$ cat config.mk
export PLATFORM = sky130hd
export DESIGN_NAME = escape_sequence_decoder
export DESIGN_NICKNAME = d
export VERILOG_FILES = /design/src/design/esd_pkg.sv /design/src/design/esd_step.sv /design/src/design/escape_sequence_decoder.sv
export VERILOG_INCLUDE_DIRS = /design/src /design/src/design
export SDC_FILE = /design/constraint.sdc
export NUM_CORES = 1
export LEC_CHECK = 0
export BUFFER_PORTS_ARGS = -buffer_cell sky130_fd_sc_hd__buf_2
export CAP_MARGIN = 0
export CORE_ASPECT_RATIO = 1.5
export CORE_UTILIZATION = 52
export DETAILED_ROUTE_END_ITERATION = 8
export HOLD_SLACK_MARGIN = 0.06
export PLACE_DENSITY = 0.81
export SLEW_MARGIN = 10
export SYNTH_ARGS = -nofsm -noshare
export SYNTH_HDL_FRONTEND = slang
export SYNTH_SLANG_ARGS = --single-unit
$ cat constraint.sdc
create_clock -name clk -period 3.34 [get_ports clk]
set_input_delay 0.167 -clock clk [delete_from_list [all_inputs] [get_ports clk]]
set_output_delay 0.167 -clock clk [all_outputs]
set_load 0.01 [all_outputs]
$ cat src/design/escape_sequence_decoder_macros.svh
// Assertion macros for the escape sequence decoder.
// Define NO_ASSERTIONS to compile them out.
`ifndef ESCAPE_SEQUENCE_DECODER_MACROS_SVH
`define ESCAPE_SEQUENCE_DECODER_MACROS_SVH

`ifndef NO_ASSERTIONS

// Same-cycle implication, disabled during reset.
`define ESD_ASSERT_IMP(lbl, clk, rst_n, ante, cons) \
    lbl: assert property (@(posedge clk) disable iff (!rst_n) (ante) |-> (cons)) \
        else $error("escape_sequence_decoder: same-cycle check failed");

// Next-cycle implication, disabled during reset.
`define ESD_ASSERT_NEXT(lbl, clk, rst_n, ante, cons) \
    lbl: assert property (@(posedge clk) disable iff (!rst_n) (ante) |=> (cons)) \
        else $error("escape_sequence_decoder: next-cycle check failed");

`else

`define ESD_ASSERT_IMP(lbl, clk, rst_n, ante, cons)
`define ESD_ASSERT_NEXT(lbl, clk, rst_n, ante, cons)

`endif

`endif

$ cat src/design/esd_pkg.sv
`timescale 1ns / 1ps

package esd_pkg;

    // Decoder mode
    typedef enum logic [1:0] {
        MODE_PLAIN = 2'd0,
        MODE_ESC   = 2'd1,
        MODE_HEX1  = 2'd2,
        MODE_HEX2  = 2'd3
    } mode_t;

    // Per-string decoder state
    typedef struct packed {
        mode_t      mode;
        logic [3:0] nibble;
        logic       err;
    } state_t;

    // One result item
    typedef struct packed {
        logic       byte_valid;
        logic [7:0] out_byte;
        logic       string_error;
        logic       string_end;
    } result_t;

    localparam state_t STATE_RESET = '{mode: MODE_PLAIN, nibble: 4'h0, err: 1'b0};

    // Character codes
    localparam logic [7:0] CHAR_SPACE  = 8'h20;
    localparam logic [7:0] CHAR_TILDE  = 8'h7E;
    localparam logic [7:0] CHAR_BSLASH = 8'h5C;
    localparam logic [7:0] CHAR_QUOTE  = 8'h27;
    localparam logic [7:0] CHAR_DQUOTE = 8'h22;
    localparam logic [7:0] CHAR_X      = 8'h78;
    localparam logic [7:0] CHAR_0      = 8'h30;
    localparam logic [7:0] CHAR_9      = 8'h39;
    localparam logic [7:0] CHAR_UA     = 8'h41;
    localparam logic [7:0] CHAR_UF     = 8'h46;
    localparam logic [7:0] CHAR_LA     = 8'h61;
    localparam logic [7:0] CHAR_LF     = 8'h66;

    // Strict hex digit: {ok, value}
    function automatic logic [4:0] hex_digit(input logic [7:0] c);
        logic [4:0] r;
        r = 5'h00;
        if (c >= CHAR_0 && c <= CHAR_9)
        begin
            r = {1'b1, c[3:0]};
        end
        else if ((c >= CHAR_LA && c <= CHAR_LF) || (c >= CHAR_UA && c <= CHAR_UF))
        begin
            r = {1'b1, c[3:0] + 4'd9};
        end
        return r;
    endfunction

    // Simple escape letter to byte; zero means unknown
    function automatic logic [7:0] simple_escape(input logic [7:0] c);
        logic [7:0] r;
        case (c)
            8'h61:       r = 8'h07; // a
            8'h62:       r = 8'h08; // b
            8'h66:       r = 8'h0C; // f
            8'h6E:       r = 8'h0A; // n
            8'h72:       r = 8'h0D; // r
            8'h74:       r = 8'h09; // t
            8'h76:       r = 8'h0B; // v
            CHAR_BSLASH: r = CHAR_BSLASH;
            CHAR_QUOTE:  r = CHAR_QUOTE;
            CHAR_DQUOTE: r = CHAR_DQUOTE;
            default:     r = 8'h00;
        endcase
        return r;
    endfunction

endpackage

$ cat src/design/esd_step.sv
`timescale 1ns / 1ps

// Decode one character against the current state.
module esd_step (
    input  esd_pkg::state_t  st,
    input  logic [7:0]       ch,
    input  logic             last,
    output esd_pkg::result_t res,
    output esd_pkg::state_t  st_next
);
    import esd_pkg::*;

    logic [4:0] hd;
    logic [7:0] esc;
    logic [7:0] hex_byte;
    logic       err;
    logic       valid;
    logic [7:0] dec_byte;

    assign hd       = hex_digit(ch);
    assign esc      = simple_escape(ch);
    assign hex_byte = {st.nibble, hd[3:0]};

    // Mode update and error detection
    always_comb
    begin
        st_next  = st;
        valid    = 1'b0;
        dec_byte = 8'h00;
        err      = 1'b0;
        if (!st.err)
        begin
            if (ch < CHAR_SPACE || ch > CHAR_TILDE)
            begin
                err = 1'b1;
            end
            else
            begin
                case (st.mode)
                    MODE_PLAIN:
                    begin
                        if (ch == CHAR_BSLASH)
                        begin
                            st_next.mode = MODE_ESC;
                        end
                        else
                        begin
                            valid    = 1'b1;
                            dec_byte = ch;
                        end
                    end
                    MODE_ESC:
                    begin
                        if (ch == CHAR_X)
                        begin
                            st_next.mode = MODE_HEX1;
                        end
                        else if (esc == 8'h00)
                        begin
                            err = 1'b1;
                        end
                        else
                        begin
                            valid        = 1'b1;
                            dec_byte     = esc;
                            st_next.mode = MODE_PLAIN;
                        end
                    end
                    MODE_HEX1:
                    begin
                        if (!hd[4])
                        begin
                            err = 1'b1;
                        end
                        else
                        begin
                            st_next.nibble = hd[3:0];
                            st_next.mode   = MODE_HEX2;
                        end
                    end
                    MODE_HEX2:
                    begin
                        if (!hd[4] || hex_byte == 8'h00)
                        begin
                            err = 1'b1;
                        end
                        else
                        begin
                            valid        = 1'b1;
                            dec_byte     = hex_byte;
                            st_next.mode = MODE_PLAIN;
                        end
                    end
                    default:
                    begin
                        st_next.mode = MODE_PLAIN;
                    end
                endcase
            end
            // string ends inside an escape
            if (!err && last && st_next.mode != MODE_PLAIN)
            begin
                err = 1'b1;
            end
            if (err)
            begin
                valid        = 1'b0;
                dec_byte     = 8'h00;
                st_next.err  = 1'b1;
                st_next.mode = MODE_PLAIN;
            end
        end
        res.byte_valid   = valid;
        res.out_byte     = dec_byte;
        res.string_error = st_next.err;
        res.string_end   = last;
        // state clears after the last character
        if (last)
        begin
            st_next = STATE_RESET;
        end
    end

endmodule

$ cat src/design/escape_sequence_decoder.sv
`timescale 1ns / 1ps
// Pipeline: an accepted item is held in the stage-1 registers, then decoded into the result register,
// where its result waits until it is taken.
// Throughput: one item per cycle while the result is not stalled; the decode state is updated
// when an item is loaded into the result register. Both registers form a pipeline that only stalls
// when the result is not taken. Reset (rst_n low, asynchronous) empties the pipeline and returns
// the state to plain character mode with no error and a zero hex nibble.
module escape_sequence_decoder (
    input  logic       clk,
    input  logic       rst_n,
    input  logic       in_valid,
    output logic       in_stall,
    input  logic [7:0] in_char,
    input  logic       is_last,
    output logic       out_valid,
    input  logic       out_stall,
    output logic       byte_valid,
    output logic [7:0] out_byte,
    output logic       string_error,
    output logic       string_end
);
    import esd_pkg::*;

    `include "escape_sequence_decoder_macros.svh"

    logic       s1_valid_reg;
    logic [7:0] s1_char_reg;
    logic       s1_last_reg;
    logic       out_valid_reg;
    result_t    res_reg;
    result_t    res_next;
    state_t     state_reg;
    state_t     state_next;
    logic       load_out;
    logic       take_in;

    // Pipeline flow
    assign load_out = s1_valid_reg && (!out_valid_reg || !out_stall);
    assign in_stall = s1_valid_reg && !load_out;
    assign take_in  = in_valid && !in_stall;

    esd_step u_step (
        .st      (state_reg),
        .ch      (s1_char_reg),
        .last    (s1_last_reg),
        .res     (res_next),
        .st_next (state_next)
    );

    // Control and state
    always_ff @(posedge clk or negedge rst_n)
    begin
        if (!rst_n)
        begin
            s1_valid_reg  <= 1'b0;
            out_valid_reg <= 1'b0;
            state_reg     <= STATE_RESET;
        end
        else
        begin
            if (take_in)
            begin
                s1_valid_reg <= 1'b1;
            end
            else if (load_out)
            begin
                s1_valid_reg <= 1'b0;
            end
            if (load_out)
            begin
                out_valid_reg <= 1'b1;
                state_reg     <= state_next;
            end
            else if (!out_stall)
            begin
                out_valid_reg <= 1'b0;
            end
        end
    end

    // Payload registers
    always_ff @(posedge clk)
    begin
        if (take_in)
        begin
            s1_char_reg <= in_char;
            s1_last_reg <= is_last;
        end
        if (load_out)
        begin
            res_reg <= res_next;
        end
    end

    assign out_valid    = out_valid_reg;
    assign byte_valid   = res_reg.byte_valid;
    assign out_byte     = res_reg.out_byte;
    assign string_error = res_reg.string_error;
    assign string_end   = res_reg.string_end;

    // A decoded byte is never zero
    `ESD_ASSERT_IMP(a_nonzero_byte, clk, rst_n, out_valid_reg && res_reg.byte_valid, res_reg.out_byte != 8'h00)
    // After the last character the state is back at reset
    `ESD_ASSERT_NEXT(a_end_clears, clk, rst_n, load_out && s1_last_reg, state_reg == STATE_RESET)
    // An errored string stays in plain mode
    `ESD_ASSERT_IMP(a_err_plain, clk, rst_n, state_reg.err, state_reg.mode == MODE_PLAIN)
    // A byte is never given with the error flag set
    `ESD_ASSERT_IMP(a_err_no_byte, clk, rst_n, out_valid_reg && res_reg.string_error, !res_reg.byte_valid)

endmodule

==> flow_metrics.tcl <==
set metrics [dict create \
    outcome "finished clean" \
    slowest_delay_ps 520 \
    die_h_um 76.1 \
    met3WireLength_um 227 \
    crit_path_start "s1_char_reg[1]" \
    hold_start "in_valid" \
    place_ws_ps 459 \
    drc 0 \
    gp_congestion 0.969 \
    portBuffers 25 \
    synth_edf_count 20 \
    final.setup.tns_ps 0 \
    path_clk_slew_ps 60 \
    max_freq_mhz 341 \
    synthCells 187 \
    timing.critical_path.max_delay_family "compound AO/OA/AOI/OAI gates" \
    end_kind "flop" \
    numCtsBuffers 5 \
    die_w_um 51.4 \
    cp-start-kind "flop" \
    holdPathStages 2 \
    fin_cells 263 \
    drv_slew 0 \
    route.met2.wl_um 2280 \
    synth.cell_area_mm2 0.00190 \
    top_layer "met4" \
    worstSetupPathType "reg2reg" \
    drv_cap 0 \
    setup_viol 0 \
    nets 238 \
    rsz0062_at_grt "false" \
    p_per_area_mw_per_mm2 383 \
    worstPathRequired_ps 3350 \
    hp-class "in2reg" \
    dieArea_mm2 0.00391 \
    hpwl_um 3020 \
    cts_resized 0 \
    cts_tree "built" \
    hold_path_end "s1_valid_reg" \
    grt_max_degree 18 \
    grt_use_total 0.236 \
    grt_pass1_wl_um 7060 \
    hold_viol 0 \
    gr-total-overflow 0 \
    ys_types 60 \
    yosys_warnings 0 \
    drt-initial-drc-count 49 \
    firstDrtPassIters 4 \
    worst_ir_drop_vdd_mv 0.298 \
    worstPathCellList "inv_1 -> ha_1 -> o21bai_1 -> a21oi_4 -> mux2i_1 -> nand4_1 -> o2111ai_2 -> nor2_1" \
    std_cell_rows 26 \
    tightest_slew_ps 632 \
    final_antenna_net_count 0 \
    ctsHtreeMaxLevel 2 \
    antenna_found_initial 0 \
    cpMaxStageDelayCell "o2111ai_2" \
    finalWirelength_um 4230 \
    wl_per_cell_um 16.1 \
    final_cell_mix "buf_2 (25), edfxtp_1 (20), nor2_1 (16)" \
    r2r-end "out_byte[3]" \
    fin_crit_sh 0.878 \
    cp_max_fo 11 \
    max-slew-margin-rel 0.574 \
    ioPinCount 26 \
    vias_per_cell 6.21 \
    dp_cells 245 \
    clk_path_buf_depth 2 \
    reg2reg_from "s1_char_reg[1]" \
    leakage_nw 0.885 \
    grt_pass1_vias 1613 \
    crit_buf_inv 1 \
    ys_ff_latch 29 \
    clk-insertion-delay-late_ps 280 \
    cp.arrival_ps 2940 \
    reg2regPathDepth 8 \
    synthesis.nets 205 \
    rrSetupSlack_ps 410 \
    drive_above_1_share 0.244 \
    setup_ws_ps 409 \
    area_growth_pct 16.0 \
    cts.sink_count 29 \
    drt-met1-wl_um 1610 \
    synth_ff_type "edfxtp_1" \
    vias 1633 \
    antennaDiodeCount 0 \
    ys_seq_area_frac 0.434 \
    async_flop_share 0.310 \
    cts_root_buf "clkbuf_8" \
    period_needed_ps 2930 \
    initial_core_util 0.552 \
    core-area_mm2 0.00345 \
    skew_ps 4.35 \
    final_common_cell "buf_2" \
    syn_area_per_cell_um2 10.2 \
]
==> area by class of cell <==
type | count | area [µm²]
Multi-Input combinational cell | 137 | 977
Clock buffer | 6 | 72.6
Fill cell | 306 | 1240
Tap cell | 42 | 52.6
Clock inverter | 2 | 10.0
Sequential cell | 29 | 826
Inverter | 12 | 45.0
Timing Repair Buffer | 35 | 225
==> power by group <==
group | leakage, nW | switching (mW) | internal (mW) | total [mW]
Clock | 0.0450 | 0.123 | 0.144 | 0.267
Sequential | 0.312 | 0.0292 | 0.416 | 0.445
Combinational | 0.529 | 0.0758 | 0.0585 | 0.134
Total | 0.885 | 0.228 | 0.618 | 0.846
==> metal layers <==
layer / up-vias / GRT usage
met5: - / 0
met4: 0 / 0.114
met3: 14 / 0.0639
met2: 73 / 0.405
met1: 759 / 0.258
li1: 787 / -
==> worst reg2reg max path: cells and delay by family, from the launching register on <==
family	cells	cell delay (ps)
AND/OR/NAND/NOR	2	350
buffers and inverters	1	170
flip-flops	1	510
AO/OA/AOI/OAI	3	960
multiplexers	1	400
adder cells (fa/ha/maj)	1	270
==> per-stage QoR <==
stage / util / hold WS [ps] / total power, mW / instance area (µm²)
2_1_floorplan: - / -129 / 0.537 / 1900
3_3_place_gp: 0.587 / 20.3 / 0.572 / 2030
3_5_place_dp: 0.587 / 25.9 / 0.576 / 2030
4_1_cts: 0.632 / 61.3 / 0.848 / 2180
5_1_grt: 0.640 / 107 / 0.886 / 2210
6_report: 0.640 / 84.4 / 0.846 / 2210
==> kinds of logic (layout without fill, tap and decap cells) <==
family                   after synthesis  after routing  share of synthesized area
flip-flops                            29             29                      0.434
multiplexers                           7              7                     0.0394
buffers and inverters                 21             55                     0.0526
adder cells (fa/ha/maj)                5              5                     0.0329
AO/OA/AOI/OAI                         50             50                      0.208
XOR/XNOR                               1              1                    0.00460
AND/OR/NAND/NOR                       74             74                      0.229
==> worst max-delay path by stage <==
stage / end / slack [ps] / depth (start not counted)
6_report: out_byte[3] / 410 / 8
3_5_place_dp: out_byte[3] / 460 / 8
3_3_place_gp: out_byte[3] / 560 / 8
2_1_floorplan: string_error / 940 / 8
5_1_grt: out_byte[3] / 200 / 8
4_1_cts: out_byte[3] / 450 / 8
==> cell usage after synthesis, types with 2 or more instances <==
cell type | instances | area (µm²)
nand2_1 | 9 | 33.8
a41o_1 | 2 | 20.0
inv_1 | 12 | 45.0
mux2_2 | 4 | 45.0
dfrtp_1 | 9 | 225
nand3_1 | 4 | 20.0
nand2b_1 | 4 | 25.0
o21ai_0 | 5 | 25.0
edfxtp_1 | 20 | 601
ha_1 | 5 | 62.6
buf_2 | 5 | 25.0
a21oi_1 | 13 | 65.1
nor4_1 | 5 | 31.3
nand4_1 | 6 | 37.5
mux2i_1 | 3 | 30.0
o311ai_0 | 2 | 17.5
nor3_1 | 9 | 45.0
or4_1 | 2 | 15.0
and2_1 | 3 | 18.8
a221oi_1 | 2 | 17.5
nor2_1 | 16 | 60.1
a31oi_1 | 2 | 12.5
or2_2 | 3 | 18.8
a21oi_4 | 2 | 32.5
nor3b_1 | 2 | 15.0
a22oi_1 | 4 | 30.0
==> what timing repair did <==
action,CTS,global route
setup buffers,0,0
hold endpoints to repair,15,3
hold buffers,7,3
No activity file was read; power rests on OpenSTA's default activity.
